==> src/design/gcpc_pkg.sv <==
// Shared constants, codes and helper functions of the grid change-point clusterer.
`default_nettype none

package gcpc_pkg;

    // Default sizes of the stores.
    localparam int DEF_MAP_CELLS   = 65536;
    localparam int DEF_MAX_POINTS  = 1024;
    localparam int DEF_MAX_OBJECTS = 64;

    // Field widths of the channels.
    localparam int CELL_IDX_W = 16;
    localparam int OCC_W      = 10;
    localparam int POS_W      = 24;
    localparam int CLASS_W    = 2;
    localparam int SLOT_W     = 6;
    localparam int OBJ_TOT_W  = 7;
    localparam int PT_TOT_W   = 11;

    // Configuration port.
    localparam int CFG_IDX_W  = 3;
    localparam int CFG_DATA_W = 40;

    localparam logic [CFG_IDX_W-1:0] REG_OCC_THR   = 3'd0;
    localparam logic [CFG_IDX_W-1:0] REG_MAP_WIDTH = 3'd1;
    localparam logic [CFG_IDX_W-1:0] REG_CELL_SIZE = 3'd2;
    localparam logic [CFG_IDX_W-1:0] REG_ORIGIN_X  = 3'd3;
    localparam logic [CFG_IDX_W-1:0] REG_ORIGIN_Y  = 3'd4;
    localparam logic [CFG_IDX_W-1:0] REG_JOIN_RSQ  = 3'd5;
    localparam logic [CFG_IDX_W-1:0] REG_RANGE_SQ  = 3'd6;

    // Register reset values.
    localparam logic [8:0]  RST_OCC_THR   = 9'd180;
    localparam logic [12:0] RST_MAP_WIDTH = 13'd256;
    localparam logic [19:0] RST_CELL_SIZE = 20'd13107;
    localparam logic [15:0] RST_JOIN_RSQ  = 16'd9;
    localparam logic [23:0] RST_RANGE_SQ  = 24'd14400;

    // Cell class codes.
    localparam logic [CLASS_W-1:0] CLASS_STATIC  = 2'd0;
    localparam logic [CLASS_W-1:0] CLASS_DYNAMIC = 2'd1;
    localparam logic [CLASS_W-1:0] CLASS_UNKNOWN = 2'd2;

    // Squared distance width: two squares of 25-bit differences.
    localparam int DSQ_W = 50;

    // Turns a Q16 product plus a Q16 origin into whole meters, truncated toward
    // zero and saturated to the 24-bit point range.
    function automatic logic signed [POS_W-1:0] to_meters(input logic [35:0] prod,
                                                          input logic signed [39:0] org);
        logic signed [41:0] sum;
        logic signed [41:0] adj;
        logic signed [25:0] whole;
        sum   = $signed({6'b0, prod}) + $signed({{2{org[39]}}, org});
        adj   = sum + (sum[41] ? 42'sd65535 : 42'sd0);
        whole = adj[41:16];
        if (whole > 26'sd8388607) begin
            to_meters = 24'sh7FFFFF;
        end else if (whole < -26'sd8388608) begin
            to_meters = 24'sh800000;
        end else begin
            to_meters = whole[23:0];
        end
    endfunction

endpackage

`default_nettype wire

==> src/design/gcpc_dist.sv <==
// Squared-distance unit: registered squares of the two axis differences and their sum.
`default_nettype none

module gcpc_dist (
    input  wire logic                              aclk,
    input  wire logic signed [gcpc_pkg::POS_W-1:0] ax,
    input  wire logic signed [gcpc_pkg::POS_W-1:0] ay,
    input  wire logic signed [gcpc_pkg::POS_W-1:0] bx,
    input  wire logic signed [gcpc_pkg::POS_W-1:0] by,
    output logic [gcpc_pkg::DSQ_W-1:0]             dsq
);
    import gcpc_pkg::*;

    logic signed [POS_W:0]     dx;
    logic signed [POS_W:0]     dy;
    logic signed [2*POS_W+1:0] sqx;
    logic signed [2*POS_W+1:0] sqy;
    logic [DSQ_W-2:0]          sqx_reg;
    logic [DSQ_W-2:0]          sqy_reg;

    assign dx  = {ax[POS_W-1], ax} - {bx[POS_W-1], bx};
    assign dy  = {ay[POS_W-1], ay} - {by[POS_W-1], by};
    assign sqx = dx * dx;
    assign sqy = dy * dy;

    always_ff @(posedge aclk) begin
        sqx_reg <= sqx[DSQ_W-2:0];
        sqy_reg <= sqy[DSQ_W-2:0];
    end

    assign dsq = {1'b0, sqx_reg} + {1'b0, sqy_reg};

endmodule

`default_nettype wire

==> config.mk <==
export PLATFORM = sky130hd
export DESIGN_NAME = gcpc_dist
export DESIGN_NICKNAME = d
export VERILOG_FILES = /design/src/design/gcpc_pkg.sv /design/src/design/gcpc_dist.sv
export SDC_FILE = /design/constraint.sdc
export NUM_CORES = 2
export LEC_CHECK = 0
export BUFFER_PORTS_ARGS = -buffer_cell sky130_fd_sc_hd__clkbuf_2
export CELL_PAD_IN_SITES_DETAIL_PLACEMENT = 1
export CELL_PAD_IN_SITES_GLOBAL_PLACEMENT = 1
export CORE_MARGIN = 2
export CORE_UTILIZATION = 40
export CTS_BUF_LIST = sky130_fd_sc_hd__clkbuf_16
export DETAILED_ROUTE_END_ITERATION = 6
export PLACE_DENSITY = 0.77
export SKIP_LAST_GASP = 1
export SYNTH_ARGS = -nofsm -noshare
export SYNTH_HDL_FRONTEND = slang
export SYNTH_SLANG_ARGS = --single-unit
==> constraint.sdc <==
create_clock -name aclk -period 25.7 [get_ports aclk]
set_clock_uncertainty 0.1 [all_clocks]
set_input_delay 2.57 -clock aclk [delete_from_list [all_inputs] [get_ports aclk]]
set_output_delay 2.57 -clock aclk [all_outputs]
set_load 0.1 [all_outputs]
==> impl_summary.md <==
Run status
The flow ran to the end, and the final reports show no timing, DRC or antenna violations.

Routing
The via density per instance is 5.23. Once detail routing completed, the nets flagged for antenna violations numbered 0. In the final routed layout, each cell accounts on average for 20.8 um. Wires add up to 135,000 um.

The first routing iteration left between 1,500 and 2,000 violations. In the routed design, unresolved DRC markers number 0. The number of iterations in the first detailed-routing pass is 6. The number of vias after detailed routing is roughly 34,000.

Worst setup path
The signal arrival time at the worst endpoint is 12.72 ns. The most frequent cell on the critical path is sky130_fd_sc_hd__fa_1. The critical path launch point type is an input port. The class of the most critical setup path is input port to flop. The critical path's largest stage delay is 0.84 ns. The largest individual stage delay along the critical path comes from the cell sky130_fd_sc_hd__clkinv_1. At the worst endpoint, the required time is 25.89 ns. The endpoint class of the critical path is a flop. The maximum fanout encountered on the critical timing path is 18.

Timing
The number of max-slew violations in the final report came to 0. The final sum of negative setup slack is 0 ns. The hold violation total from the final report is 0. The total setup violations reported at the end of the flow is 0. Dividing the final minimum period by the clock period gives 0.487. The minimum clock period after layout is 12.53 ns. For the pin with the worst max-slew slack, the measured transition is approximately 1.2 ns. Static timing analysis puts the maximum clock frequency at 0.0798 GHz. The worst-case headroom to the max-slew limit is 0.231. Setup repair after global routing left no endpoint under its margin.

Floorplan
The height of the die is around 340 um. 147 I/O pins were placed. The initial utilization of the core area, before any placement, comes to 0.402. The chip width is between 300 and 400 um. The region available for standard cell placement spans 114,000 um^2. The die covers 118,000 um^2.

Row generation in the floorplan step produced 124 rows.

Global route
The global-route wire length before repair is 219,000 um. The maximum number of pins on one net before global-route repair is 31. After global routing the overflow that remains totals 0. The initial antenna violation count is 3. For this run, the total global-route usage over all layers was measured as 0.241. The via count of the first global-routing pass came to 40,500.

Synthesis
After technology mapping, the gate count stands at between 4,000 and 5,000. The total standard cell area after synthesis is 46,000 um^2. The synthesized design contains 0 enable-type register cells. Of the post-synthesis cell area, the dominant cell type holds 0.523. For this run, the register share of the synthesized area comes to 0.0418. The per-instance average area after synthesis is roughly 9.4 um^2. After synthesis the netlist holds a flip-flop and latch count of 96. After synthesis, the share of flip-flops with an asynchronous set or reset is 0. The Yosys step of the flow raised 0 warnings. The biggest area contributor in the post-synthesis netlist is sky130_fd_sc_hd__fa_1. The number of nets in the synthesized netlist is 6,574. Among all flip-flop cells after synthesis, the most frequent one is sky130_fd_sc_hd__dfxtp_1. In the post-synthesis netlist, the biggest area contributors are sky130_fd_sc_hd__fa_1 52%, sky130_fd_sc_hd__inv_1 10%, sky130_fd_sc_hd__ha_1 10%. After synthesis, the netlist uses 84 different library cells.

Final layout
The library cells used most frequently in the layout, excluding fill and tap cells, are 1,281 x sky130_fd_sc_hd__inv_1, 1,200 x sky130_fd_sc_hd__fa_1, 424 x sky130_fd_sc_hd__nand2_1. The fraction of final layout cells sized beyond drive strength 1 is 0.0538. The most frequent standard cell in the layout excluding fill and tap cells is sky130_fd_sc_hd__inv_1. In the final layout, the multi-input gates occupy 38,700 um^2. Across the whole layout, storage elements account for 1920 um^2. The area overhead of the layout relative to synthesis is 6.15%. The net count of the finished layout is 6,652. After filler insertion, the fill cell instance count of the layout stands at 13,300.

Clock network
The number of clock buffers inserted by TritonCTS is 9. The TritonCTS clock tree is built. The clock passes through at most 2 buffers. For this design, the CTS-stage hold fixing added 0 buffers. The clock transition at the register clock pins on the worst setup and hold paths after CTS is approximately 0.070 ns. The H-tree generated during clock tree synthesis spans 3 levels. Buffers added to address setup during post-CTS repair amount to 0.

For this design, the sink count on the clock tree is 96. The root buffer cell is sky130_fd_sc_hd__clkbuf_16. Gates resized during post-CTS repair numbered 0.

Job
The tool flagged a number of max-cap violations equal to 0.

Placed design
The congestion estimate from routability-driven global placement came to 0.889. Detailed placement ended at an HPWL of 114,000 um. The total of buffers placed on input and output ports is 146.

Hold path
The tightest min-delay check is of the input port to flop type.
## layer usage
| metal | track usage | vias up | routed length, um |
|---|---|---|---|
| li1 | - | 14700 | - |
| met3 | 0.0397 | 358 | 8150 |
| met2 | 0.433 | 1014 | 69600 |
| met5 | 0 | - | 0 |
| met1 | 0.293 | 17800 | 52100 |
| met4 | 0.0797 | 0 | 5290 |
## synthesized netlist by cell type, types with 6 or more instances
cell / instances
sky130_fd_sc_hd__a211o_1: 8
sky130_fd_sc_hd__a211oi_1: 16
sky130_fd_sc_hd__a21boi_0: 6
sky130_fd_sc_hd__a21o_1: 98
sky130_fd_sc_hd__a21oi_1: 150
sky130_fd_sc_hd__a31o_2: 8
sky130_fd_sc_hd__a31oi_1: 23
sky130_fd_sc_hd__and2_1: 49
sky130_fd_sc_hd__and3_1: 19
sky130_fd_sc_hd__and4_1: 7
sky130_fd_sc_hd__buf_1: 11
sky130_fd_sc_hd__buf_2: 16
sky130_fd_sc_hd__clkbuf_1: 105
sky130_fd_sc_hd__clkinv_1: 9
sky130_fd_sc_hd__dfxtp_1: 96
sky130_fd_sc_hd__fa_1: 1200
sky130_fd_sc_hd__ha_1: 378
sky130_fd_sc_hd__inv_1: 1281
sky130_fd_sc_hd__nand2_1: 424
sky130_fd_sc_hd__nand2b_1: 18
sky130_fd_sc_hd__nand3_1: 37
sky130_fd_sc_hd__nand4_1: 14
sky130_fd_sc_hd__nor2_1: 411
sky130_fd_sc_hd__nor2b_1: 26
sky130_fd_sc_hd__nor3_1: 30
sky130_fd_sc_hd__nor4_1: 10
sky130_fd_sc_hd__o211ai_1: 16
sky130_fd_sc_hd__o21a_1: 29
sky130_fd_sc_hd__o21ai_0: 73
sky130_fd_sc_hd__o21bai_1: 20
sky130_fd_sc_hd__o31ai_1: 9
sky130_fd_sc_hd__or2_2: 7
sky130_fd_sc_hd__xnor2_1: 125
sky130_fd_sc_hd__xor2_1: 67
## per-stage QoR
stage / setup WS, ns / utilization / std cells / instance area, um^2 / hold slack, ns
floorplan: 14.38 / - / 4899 / 46000 / 2.73
global placement: 13.20 / 0.425 / 6478 / 48500 / 3.29
detailed placement: 12.83 / 0.425 / 6478 / 48500 / 3.30
CTS: 13.22 / 0.427 / 6494 / 48800 / 2.90
global route: 12.54 / 0.427 / 6494 / 48800 / 2.93
finish: 13.17 / 0.427 / 6495 / 48800 / 2.93
## critical path: cells and delay by family
family | cells | cell delay, ns
xor gates and xnor gates | 2 | 0.63
adders and majority gates | 10 | 4.34
and+or+nand+nor | 3 | 0.86
AOI/OAI and AO/OA | 14 | 2.96
buffers and inverters | 9 | 1.36
## final timing paths
kind / startpoint / endpoint / slack (ns) / cells past startpoint
setup / recovery: ax[0] / sqx_reg[48] / 13.17 / 38
hold / removal: by[0] / sqy_reg[2] / 2.93 / 4
## logic make-up after synthesis
logic type,after synthesis,synth area share
adder cells (fa/ha/maj),1578,0.626
multiplexers,4,0.000926
AND/OR/NAND/NOR,1078,0.101
AO/OA/AOI/OAI,515,0.0743
XOR/XNOR,197,0.0384
buffers and inverters,1431,0.118
flip-flops,96,0.0418
## area by class of cell
class,count,area share
multi-input combinational,3372,0.793
antenna,1,0.0000513
timing repair buffer,202,0.0236
clock inverter,7,0.00126
tap,1512,0.0388
clock buffer,9,0.00462
inverter,1296,0.0998
sequential,96,0.0394
Power is left out: the tool's default activity adds up to more than one toggle a clock period on the data nets, which glitch-free logic cannot reach.
